===== config.mk =====
export PLATFORM = sky130hd
export DESIGN_NAME = button_debounce_press_classifier_flat
export DESIGN_NICKNAME = d
export VERILOG_FILES = /design/src/rtl/core/bdpc_pkg.sv /design/src/rtl/core/bdpc_if.sv /design/src/rtl/core/button_debounce_press_classifier.sv /design/src/rtl/core/bdpc_cfg_regs.sv /design/src/rtl/core/bdpc_core.sv /design/src/flat_wrapper.sv
export SDC_FILE = /design/constraint.sdc
export NUM_CORES = 1
export LEC_CHECK = 0
export ABC_AREA = 1
export BUFFER_PORTS_ARGS = -buffer_cell sky130_fd_sc_hd__buf_2
export CORE_MARGIN = 4
export CORE_UTILIZATION = 60
export CTS_BUF_LIST = sky130_fd_sc_hd__clkbuf_4 sky130_fd_sc_hd__clkbuf_8
export DETAILED_ROUTE_END_ITERATION = 12
export PLACE_DENSITY = 0.87
export REMOVE_ABC_BUFFERS = 1
export SYNTH_ARGS = -nofsm -noshare
export SYNTH_HDL_FRONTEND = slang
export SYNTH_SLANG_ARGS = --single-unit

===== constraint.sdc =====
create_clock -name clk -period 12.7 [get_ports clk]
set_input_delay 0.635 -clock clk [delete_from_list [all_inputs] [get_ports clk]]
set_output_delay 0.635 -clock clk [all_outputs]
set_load 0.01 [all_outputs]

===== src/rtl/core/bdpc_pkg.sv =====
// Shared types and constants for the button debounce / press classifier.
// Used by the interfaces, the config registers, the core and the top level.
`default_nettype none

package bdpc_pkg;

    localparam int unsigned NOW_W          = 32;   // width of the now_ms field
    localparam int unsigned CFG_W          = 16;   // width of every config register
    localparam int unsigned CFG_IDX_W      = 2;
    localparam int unsigned TIME_WIDTH_DEF = 32;   // default width of time arithmetic (modulus 2^32)

    localparam logic [CFG_W-1:0] DEBOUNCE_MS_RST  = 16'd15;
    localparam logic [CFG_W-1:0] SHORT_MAX_MS_RST = 16'd1000;
    localparam logic [CFG_W-1:0] HOLD_MS_RST      = 16'd3000;

    localparam logic [CFG_IDX_W-1:0] CFG_IDX_DEBOUNCE  = 2'd0;
    localparam logic [CFG_IDX_W-1:0] CFG_IDX_SHORT_MAX = 2'd1;
    localparam logic [CFG_IDX_W-1:0] CFG_IDX_HOLD      = 2'd2;

    typedef struct packed {
        logic [CFG_W-1:0] debounce_ms;
        logic [CFG_W-1:0] short_max_ms;
        logic [CFG_W-1:0] hold_ms;
    } cfg_t;

    typedef struct packed {
        logic stable_level;
        logic press_event;
        logic release_event;
        logic short_press_event;
        logic hold_event;
    } result_t;

endpackage

`default_nettype wire


===== src/rtl/core/bdpc_if.sv =====
// Valid/ready channel interfaces for pin samples and classified results.
// Depends on bdpc_pkg for field widths.
`default_nettype none

interface bdpc_sample_if;
    import bdpc_pkg::*;

    logic             valid;
    logic             ready;
    logic             pin_level;
    logic [NOW_W-1:0] now_ms;

    modport source (output valid, output pin_level, output now_ms, input ready);
    modport sink   (input valid, input pin_level, input now_ms, output ready);
endinterface

interface bdpc_result_if;
    logic valid;
    logic ready;
    logic stable_level;
    logic press_event;
    logic release_event;
    logic short_press_event;
    logic hold_event;

    modport source (output valid, output stable_level, output press_event,
                    output release_event, output short_press_event,
                    output hold_event, input ready);
    modport sink   (input valid, input stable_level, input press_event,
                    input release_event, input short_press_event,
                    input hold_event, output ready);
endinterface

`default_nettype wire


===== src/rtl/core/button_debounce_press_classifier.sv =====
// Top level of the button debounce and press classifier.
// Depends on bdpc_pkg, bdpc_if, bdpc_cfg_regs and bdpc_core.
`default_nettype none

// Each word on the samples channel is one poll of an active-low button
// (pin_level 0 = pressed) with a free-running millisecond time, and yields
// exactly one word on the results channel. A level that differs from the
// filter level restarts the debounce wait; once it has held for debounce_ms
// it becomes the stable level. A stable falling edge reports a press and arms
// the hold timer; a stable rising edge reports a release, plus a short press
// when still armed and the press lasted at most short_max_ms. An armed press
// held for hold_ms reports one hold event. Time differences wrap modulo
// 2^TIME_WIDTH. Throughput is one word per clock unless results.ready stalls
// the output. The sample lands in an input register, the whole state update
// runs as one combinational pass in bdpc_core, and the result is captured in
// an output register. That state update loop sets the rate. The input register
// accepts a new word whenever it is empty, or when its held sample advances
// because the result register is free or is drained in the same cycle. Write
// configuration through cfg_we/cfg_index/cfg_data only while the block is
// idle; writes to an index outside the three registers are dropped, the
// others take effect at the next clock edge.

module button_debounce_press_classifier #(
    parameter int unsigned TIME_WIDTH = bdpc_pkg::TIME_WIDTH_DEF
) (
    input  wire logic                           clk,
    input  wire logic                           rst_n,
    input  wire logic                           cfg_we,
    input  wire logic [bdpc_pkg::CFG_IDX_W-1:0] cfg_index,
    input  wire logic [bdpc_pkg::CFG_W-1:0]     cfg_data,
    bdpc_sample_if.sink                         samples,
    bdpc_result_if.source                       results
);
    import bdpc_pkg::*;

    cfg_t                  cfg;
    result_t               core_result;

    // input register stage
    logic                  in_valid_reg;
    logic                  in_pin_reg;
    logic [TIME_WIDTH-1:0] in_now_reg;
    logic [TIME_WIDTH-1:0] now_fit;

    // result register stage
    logic                  out_valid_reg;
    result_t               out_result_reg;

    logic                  step;
    logic                  in_take;

    // fit the 32-bit time field to the time modulus
    generate
        if (TIME_WIDTH > NOW_W)
        begin : g_now_ext
            assign now_fit = {{(TIME_WIDTH - NOW_W){1'b0}}, samples.now_ms};
        end
        else if (TIME_WIDTH == NOW_W)
        begin : g_now_same
            assign now_fit = samples.now_ms;
        end
        else
        begin : g_now_cut
            assign now_fit = samples.now_ms[TIME_WIDTH-1:0];
        end
    endgenerate

    // advance the held sample when the result register is free or draining
    assign step          = in_valid_reg && (!out_valid_reg || results.ready);
    assign samples.ready = !in_valid_reg || step;
    assign in_take       = samples.valid && samples.ready;

    bdpc_cfg_regs u_cfg_regs (
        .clk       (clk),
        .rst_n     (rst_n),
        .cfg_we    (cfg_we),
        .cfg_index (cfg_index),
        .cfg_data  (cfg_data),
        .cfg       (cfg)
    );

    bdpc_core #(
        .TIME_WIDTH (TIME_WIDTH)
    ) u_core (
        .clk       (clk),
        .rst_n     (rst_n),
        .step      (step),
        .pin_level (in_pin_reg),
        .now_ms    (in_now_reg),
        .cfg       (cfg),
        .result    (core_result)
    );

    // input register: control resets, payload loads on accept
    always_ff @(posedge clk or negedge rst_n)
    begin
        if (!rst_n)
        begin
            in_valid_reg <= 1'b0;
        end
        else if (samples.ready)
        begin
            in_valid_reg <= samples.valid;
        end
    end

    always_ff @(posedge clk)
    begin
        if (in_take)
        begin
            in_pin_reg <= samples.pin_level;
            in_now_reg <= now_fit;
        end
    end

    // result register: load on step, drop valid once taken
    always_ff @(posedge clk or negedge rst_n)
    begin
        if (!rst_n)
        begin
            out_valid_reg <= 1'b0;
        end
        else if (step)
        begin
            out_valid_reg <= 1'b1;
        end
        else if (results.ready)
        begin
            out_valid_reg <= 1'b0;
        end
    end

    always_ff @(posedge clk)
    begin
        if (step)
        begin
            out_result_reg <= core_result;
        end
    end

    assign results.valid             = out_valid_reg;
    assign results.stable_level      = out_result_reg.stable_level;
    assign results.press_event       = out_result_reg.press_event;
    assign results.release_event     = out_result_reg.release_event;
    assign results.short_press_event = out_result_reg.short_press_event;
    assign results.hold_event        = out_result_reg.hold_event;

    // a held sample stays held while the result side is blocked
    a_in_hold: assert property (@(posedge clk) disable iff (!rst_n)
        in_valid_reg && !step |=> in_valid_reg)
        else $error("input sample lost while result register was blocked");

    // a short press only comes with the release that ends it
    a_short_needs_release: assert property (@(posedge clk) disable iff (!rst_n)
        out_valid_reg && out_result_reg.short_press_event
        |-> out_result_reg.release_event && out_result_reg.stable_level)
        else $error("short press reported without a release");

    // a press leaves the stable level low and never pairs with a release
    a_press_level: assert property (@(posedge clk) disable iff (!rst_n)
        out_valid_reg && out_result_reg.press_event
        |-> !out_result_reg.stable_level && !out_result_reg.release_event)
        else $error("press event with inconsistent stable level");

    // a step always leaves a valid result behind
    a_step_fills: assert property (@(posedge clk) disable iff (!rst_n)
        step |=> out_valid_reg)
        else $error("result register empty after a step");

endmodule

`default_nettype wire


===== src/rtl/core/bdpc_cfg_regs.sv =====
// Configuration register file: debounce, short-press limit and hold time.
// Depends on bdpc_pkg.
`default_nettype none

module bdpc_cfg_regs (
    input  wire logic                           clk,
    input  wire logic                           rst_n,
    input  wire logic                           cfg_we,
    input  wire logic [bdpc_pkg::CFG_IDX_W-1:0] cfg_index,
    input  wire logic [bdpc_pkg::CFG_W-1:0]     cfg_data,
    output bdpc_pkg::cfg_t                      cfg
);
    import bdpc_pkg::*;

    cfg_t cfg_reg;
    cfg_t cfg_next;

    always_comb
    begin
        cfg_next = cfg_reg;
        if (cfg_we)
        begin
            case (cfg_index)
                CFG_IDX_DEBOUNCE:  cfg_next.debounce_ms  = cfg_data;
                CFG_IDX_SHORT_MAX: cfg_next.short_max_ms = cfg_data;
                CFG_IDX_HOLD:      cfg_next.hold_ms      = cfg_data;
                default:           cfg_next = cfg_reg;   // drop unknown index
            endcase
        end
    end

    always_ff @(posedge clk or negedge rst_n)
    begin
        if (!rst_n)
        begin
            cfg_reg.debounce_ms  <= DEBOUNCE_MS_RST;
            cfg_reg.short_max_ms <= SHORT_MAX_MS_RST;
            cfg_reg.hold_ms      <= HOLD_MS_RST;
        end
        else
        begin
            cfg_reg <= cfg_next;
        end
    end

    assign cfg = cfg_reg;

endmodule

`default_nettype wire


===== src/rtl/core/bdpc_core.sv =====
// Debounce and press classification state with its single-pass update logic.
// Depends on bdpc_pkg.
`default_nettype none

module bdpc_core #(
    parameter int unsigned TIME_WIDTH = bdpc_pkg::TIME_WIDTH_DEF
) (
    input  wire logic                  clk,
    input  wire logic                  rst_n,
    input  wire logic                  step,
    input  wire logic                  pin_level,
    input  wire logic [TIME_WIDTH-1:0] now_ms,
    input  wire bdpc_pkg::cfg_t        cfg,
    output bdpc_pkg::result_t          result
);
    import bdpc_pkg::*;

    logic                  filter_level_reg, filter_level_next;
    logic                  stable_reg, stable_next;
    logic                  settling_reg, settling_next;
    logic [TIME_WIDTH-1:0] settle_stamp_reg, settle_stamp_next;
    logic [TIME_WIDTH-1:0] press_stamp_reg, press_stamp_next;
    logic                  hold_armed_reg, hold_armed_next;

    logic                  level_change;
    logic                  settle_active;
    logic [TIME_WIDTH-1:0] settle_elapsed;
    logic                  settle_done;
    logic                  stable_edge;
    logic                  press_ev;
    logic                  release_ev;
    logic                  short_ev;
    logic                  hold_ev;
    logic [TIME_WIDTH-1:0] press_elapsed;
    logic [TIME_WIDTH-1:0] hold_elapsed;
    logic                  armed_mid;

    always_comb
    begin
        level_change   = (pin_level != filter_level_reg);
        settle_active  = settling_reg || level_change;
        // a fresh level restarts the wait, so its elapsed time is zero
        settle_elapsed = level_change ? '0 : (now_ms - settle_stamp_reg);
        settle_done    = settle_active
                         && (settle_elapsed >= TIME_WIDTH'(cfg.debounce_ms));
        stable_edge    = settle_done && (pin_level != stable_reg);
        press_ev       = stable_edge && !pin_level;
        release_ev     = stable_edge && pin_level;

        press_elapsed  = now_ms - press_stamp_reg;
        short_ev       = release_ev && hold_armed_reg
                         && (press_elapsed <= TIME_WIDTH'(cfg.short_max_ms));

        armed_mid      = press_ev ? 1'b1 : (release_ev ? 1'b0 : hold_armed_reg);
        hold_elapsed   = press_ev ? '0 : press_elapsed;
        hold_ev        = armed_mid && (hold_elapsed >= TIME_WIDTH'(cfg.hold_ms));

        filter_level_next = pin_level;
        settling_next     = settle_active && !settle_done;
        settle_stamp_next = level_change ? now_ms : settle_stamp_reg;
        stable_next       = stable_edge ? pin_level : stable_reg;
        press_stamp_next  = press_ev ? now_ms : press_stamp_reg;
        hold_armed_next   = armed_mid && !hold_ev;

        result.stable_level      = stable_next;
        result.press_event       = press_ev;
        result.release_event     = release_ev;
        result.short_press_event = short_ev;
        result.hold_event        = hold_ev;
    end

    always_ff @(posedge clk or negedge rst_n)
    begin
        if (!rst_n)
        begin
            filter_level_reg <= 1'b1;
            stable_reg       <= 1'b1;
            settling_reg     <= 1'b0;
            settle_stamp_reg <= '0;
            press_stamp_reg  <= '0;
            hold_armed_reg   <= 1'b0;
        end
        else if (step)
        begin
            filter_level_reg <= filter_level_next;
            stable_reg       <= stable_next;
            settling_reg     <= settling_next;
            settle_stamp_reg <= settle_stamp_next;
            press_stamp_reg  <= press_stamp_next;
            hold_armed_reg   <= hold_armed_next;
        end
    end

endmodule

`default_nettype wire


===== src/flat_wrapper.sv =====
// flat-port wrapper written by rule: the top's interface ports become plain ports
module button_debounce_press_classifier_flat import bdpc_pkg::*;
#(
    parameter int unsigned TIME_WIDTH = bdpc_pkg::TIME_WIDTH_DEF
)
  (clk, rst_n, cfg_we, cfg_index, cfg_data, samples_valid, samples_pin_level, samples_now_ms, samples_ready, results_valid, results_stable_level, results_press_event, results_release_event, results_short_press_event, results_hold_event, results_ready);
  bdpc_sample_if samples_i ();
  bdpc_result_if results_i ();
  input  wire logic clk;
  input  wire logic rst_n;
  input  wire logic cfg_we;
  input  wire logic [bdpc_pkg::CFG_IDX_W-1:0] cfg_index;
  input  wire logic [bdpc_pkg::CFG_W-1:0] cfg_data;
  input wire logic [$bits(samples_i.valid)-1:0] samples_valid;
  input wire logic [$bits(samples_i.pin_level)-1:0] samples_pin_level;
  input wire logic [$bits(samples_i.now_ms)-1:0] samples_now_ms;
  output wire logic [$bits(samples_i.ready)-1:0] samples_ready;
  output wire logic [$bits(results_i.valid)-1:0] results_valid;
  output wire logic [$bits(results_i.stable_level)-1:0] results_stable_level;
  output wire logic [$bits(results_i.press_event)-1:0] results_press_event;
  output wire logic [$bits(results_i.release_event)-1:0] results_release_event;
  output wire logic [$bits(results_i.short_press_event)-1:0] results_short_press_event;
  output wire logic [$bits(results_i.hold_event)-1:0] results_hold_event;
  input wire logic [$bits(results_i.ready)-1:0] results_ready;
  assign samples_i.valid = samples_valid;
  assign samples_i.pin_level = samples_pin_level;
  assign samples_i.now_ms = samples_now_ms;
  assign samples_ready = samples_i.ready;
  assign results_valid = results_i.valid;
  assign results_stable_level = results_i.stable_level;
  assign results_press_event = results_i.press_event;
  assign results_release_event = results_i.release_event;
  assign results_short_press_event = results_i.short_press_event;
  assign results_hold_event = results_i.hold_event;
  assign results_i.ready = results_ready;
  button_debounce_press_classifier #(.TIME_WIDTH(TIME_WIDTH)) u_core (.clk(clk), .rst_n(rst_n), .cfg_we(cfg_we), .cfg_index(cfg_index), .cfg_data(cfg_data), .samples(samples_i), .results(results_i));
endmodule

==> results <==
- The clock latency on the worst-skew pair is 0.47 ns.
- Buffers inserted during clock tree synthesis total 17.
- The count of maximum capacitance violations is 0.
- Across all layers, the routed design uses approximately 11000 vias.
- Detailed placement ended at an HPWL of 26.37 mm.
- Of all nets on the critical path, the largest fanout is 18.
- The fraction of layout instances using a drive strength above 1 is roughly 8.2%.
- The number of buffers on the longest clock path is 2.
- The number of DRC violations after detailed routing is 0.
- The headroom to the max-slew limit is ~12%.
- The clock skew after layout is 0.02301 ns.
- After filler insertion, the fill cell instance count of the layout stands at approximately 1700.
- The classification of the worst setup path is reg -> reg.
- The final antenna-violating net count is 0.
- VDD sags by at most 0.1204 mV.
- In this run the static leakage power is 7.107 nW.
- After floorplanning, the core was divided into 51 placement rows.
- Synthesis produced a netlist whose cell count is 1738.
- The violation count after the first detailed-routing iteration is 868.
- In the final routed layout, each cell accounts on average for ~16 um.
- Setup repair after global routing left no endpoint under its margin.
- The critical path endpoint category is a register.
- Sequential cells were found to cover 34.46% of the synthesized design area.
- STA classifies the critical path startpoint as a register.
- The depth of the CTS H-tree is 4.
- The final cycle utilization of the critical path is a little under half.
- Static timing analysis puts the maximum clock frequency at between 150 and 200 MHz.
- The die width is 149.1 um.
- By area the synthesized netlist is led by dfrtp_1, nand2_1, ha_1, inv_1, edfxtp_1.
- In this run the post-CTS setup repair buffer count came out at 0.
- Power spread over the standard cell area amounts to between 200 and 250 mW/mm^2.
- During placement, the flow inserted port buffers numbering 62.
- The placed instance count is 2045.
- The share of synthesized registers carrying an async set or reset is 75.64%.
- The layout-stage area growth over the synthesis result is 8.199%.
- In the final layout, flip-flops and latches occupy 0.004118 mm^2.
- The met2 layer usage reported by global route is approximately half.
- The dominant cell type by area after synthesis is dfrtp_1.
- The initial antenna violation count is 0.
- The cell with the largest stage delay on the worst path is xnor2_1.
- Yosys mapped a number of flops with a built-in enable equal to 38.
- In this run the cell area of the synthesized design comes to ~0.012 mm^2.
- The max-slew violation count is 0.
- Routability-driven placement finished with a final weighted congestion of a little over 1.
- The first-pass iteration count of the detailed router is 6.
- 0 antenna diodes ended up in the layout.
- The flip-flop count of the largest register after layout is 48.
- The layer flagged by global routing as most heavily used is met2.
- In this run, post-CTS hold repair placed 0 buffers.
- The count of unique library cells instantiated by Yosys is 43.
- The total core area is 0.01953 mm^2.
- The final number of hold-violating endpoints is 0.
- After detailed routing, the total wire length is 32.80 mm.
- Global routing used ~41% of the available met1 tracks.
- The overall die area is roughly 0.022 mm^2.
- Dividing the synthesized area by the synthesized cell count gives roughly 7 um^2.
- In the synthesized netlist, the cells that appear most often are nand2_1, inv_1, nor2_1, o21ai_0, ha_1.
- Subtracting the final worst setup slack from the clock period gives approximately 5.8 ns.
- After the last flow step, the layout net total stands at a little under 2000.
- The initial utilization of the core area, before any placement, comes to 61.19%.
- The first global-routing pass estimated between 50 and 60 mm of wire.
- The number of global-route vias before repair is 10770.
- In this run, synthesis produced a sequential element count of 156.
- The largest incremental delay on the critical path is 1.04 ns.
- In the routed layout, each cell is associated on average with a via count of about 5.5.
- For this run, the number of Yosys warnings is 0.
- Adding up every negative setup slack in the final design gives 0 ns.
- The commonest register cell after synthesis is dfrtp_1.
- TritonCTS built the clock tree.
- After clock tree synthesis, the repair step resized 0 gates.
- The clock-pin slew reported for the worst setup and hold paths after clock tree synthesis is 0.10 ns.
- The transition time at the pin with the least slew margin is 1.305 ns.
- The endpoint arrival time on the critical path is 6.05 ns.
- For this design, the sink count on the clock tree is 156.
- By instance count, the cell type seen most on the critical path is nand2_1.
- The buffer type at the clock tree root is clkbuf_8.
- For this run, global-route usage on met3 was measured as between 4 and 5%.
- The maximum number of pins on one net before global-route repair is 74.
- The area fraction of the dominant cell type after synthesis is 20.73%.
- The required time reported for the critical path endpoint is roughly 13 ns.
- The most instantiated library cell after synthesis is nand2_1.
- The multi-input combinational cells in the finished layout cover a total of 0.006409 mm^2.
- The flow ran to the end, and the final reports show no timing, DRC or antenna violations.
- The height of the chip is about 150 um.
- The number of setup violations in the final report is 0.
- The total I/O pin count is 63.
- Global routing used 30.33% of the available tracks across all layers.
- The classification of the worst-slack hold path is in -> async.
- The finished layout holds 2077 standard cells, fillers aside.
- The total overflow reported by the global router is 0.
==> per-layer routing <==
metal,routed length (um),up-vias
met5,0,-
met4,1049,0
met3,2162,79
met2,15580,407
met1,14000,5248
li1,-,5606
==> report_power, final <==
group	leakage [nW]	switching, mW	internal [mW]
clock network	0.221	0.219	0.194
logic	5.15	1.28	0.679
registers	1.74	0.0656	0.662
total	7.11	1.56	1.53
==> cell families (layout without fill, tap and decap cells) <==
family,after synthesis,count (layout),share of synthesized area [%]
buffers and inverters,368,442,11.97
DFF,156,156,34.46
and+or+nand+nor,823,823,28.39
adders and majority gates,112,112,11.85
xor gates and xnor gates,23,23,1.686
AOI/OAI and AO/OA,256,256,11.64
==> cells in the final DEF, fill, tap and decap left out, drive strengths merged, types with 6 or more instances in the layout <==
master,n
dfrtp,99
ha,110
buf,65
edfxtp,38
clkinv,6
nor2,153
o21ai,119
clkbuf,19
xnor2,7
xor2,16
nand3,63
a21oi,108
inv,350
nand2,544
nor3,14
nand4,28
nand3b,8
dfstp,19
==> critical path, delay by kind of cell, from the launching register on <==
family                     cells  cell delay (ns)
DFF                            1             0.48
adders and majority gates      2             0.54
buffers and inverters          4             0.49
and+or+nand+nor               39             3.00
xor gates and xnor gates       1             1.04
==> area by class of cell <==
type | instances | share of cell area (%)
Multi-Input combinational cell | 1214 | 49.57
Tap cell | 265 | 2.565
Inverter | 345 | 10.04
Timing Repair Buffer | 65 | 2.594
Clock buffer | 19 | 2.023
Clock inverter | 13 | 1.365
Sequential cell | 156 | 31.85
==> final timing paths <==
| check | start | endpoint | slack, ns | cells past startpoint |
|---|---|---|---|---|
| max | u_core.in_pin_reg | u_core.results.hold_event | 6.89 | 46 |
| max reg2reg | u_core.in_pin_reg | u_core.results.hold_event | 6.89 | 46 |
| min in group clk | samples_now_ms[26] | u_core.in_now_reg[26] | 0.34 | 1 |
| min | rst_n | u_core.u_cfg_regs.cfg[40] | 0.14 | 1 |
| max in group asynchronous | rst_n | u_core.u_core.press_stamp_reg[22] | 11.15 | 2 |
| min reg2reg | u_core.u_cfg_regs.cfg[34] | u_core.u_cfg_regs.cfg[34] | 0.50 | 2 |
==> metrics by stage <==
| step | instance area (um^2) | total power, mW | utilization, % | hold WS, ns | setup slack (ns) |
|---|---|---|---|---|---|
| global route | 12930 | 3.423 | 66.21 | 0.1725 | 6.261 |
| global placement | 12490 | 2.585 | 63.97 | 0.4678 | 7.255 |
| floorplan | 11820 | 2.163 | - | 0.3394 | 8.036 |
| finish | 12930 | 3.100 | 66.21 | 0.1447 | 6.888 |
| CTS | 12930 | 3.079 | 66.21 | 0.1628 | 7.004 |
| detailed placement | 12490 | 2.648 | 63.97 | 0.4744 | 7.109 |
Note: power is estimated with default switching activity, not from simulation.
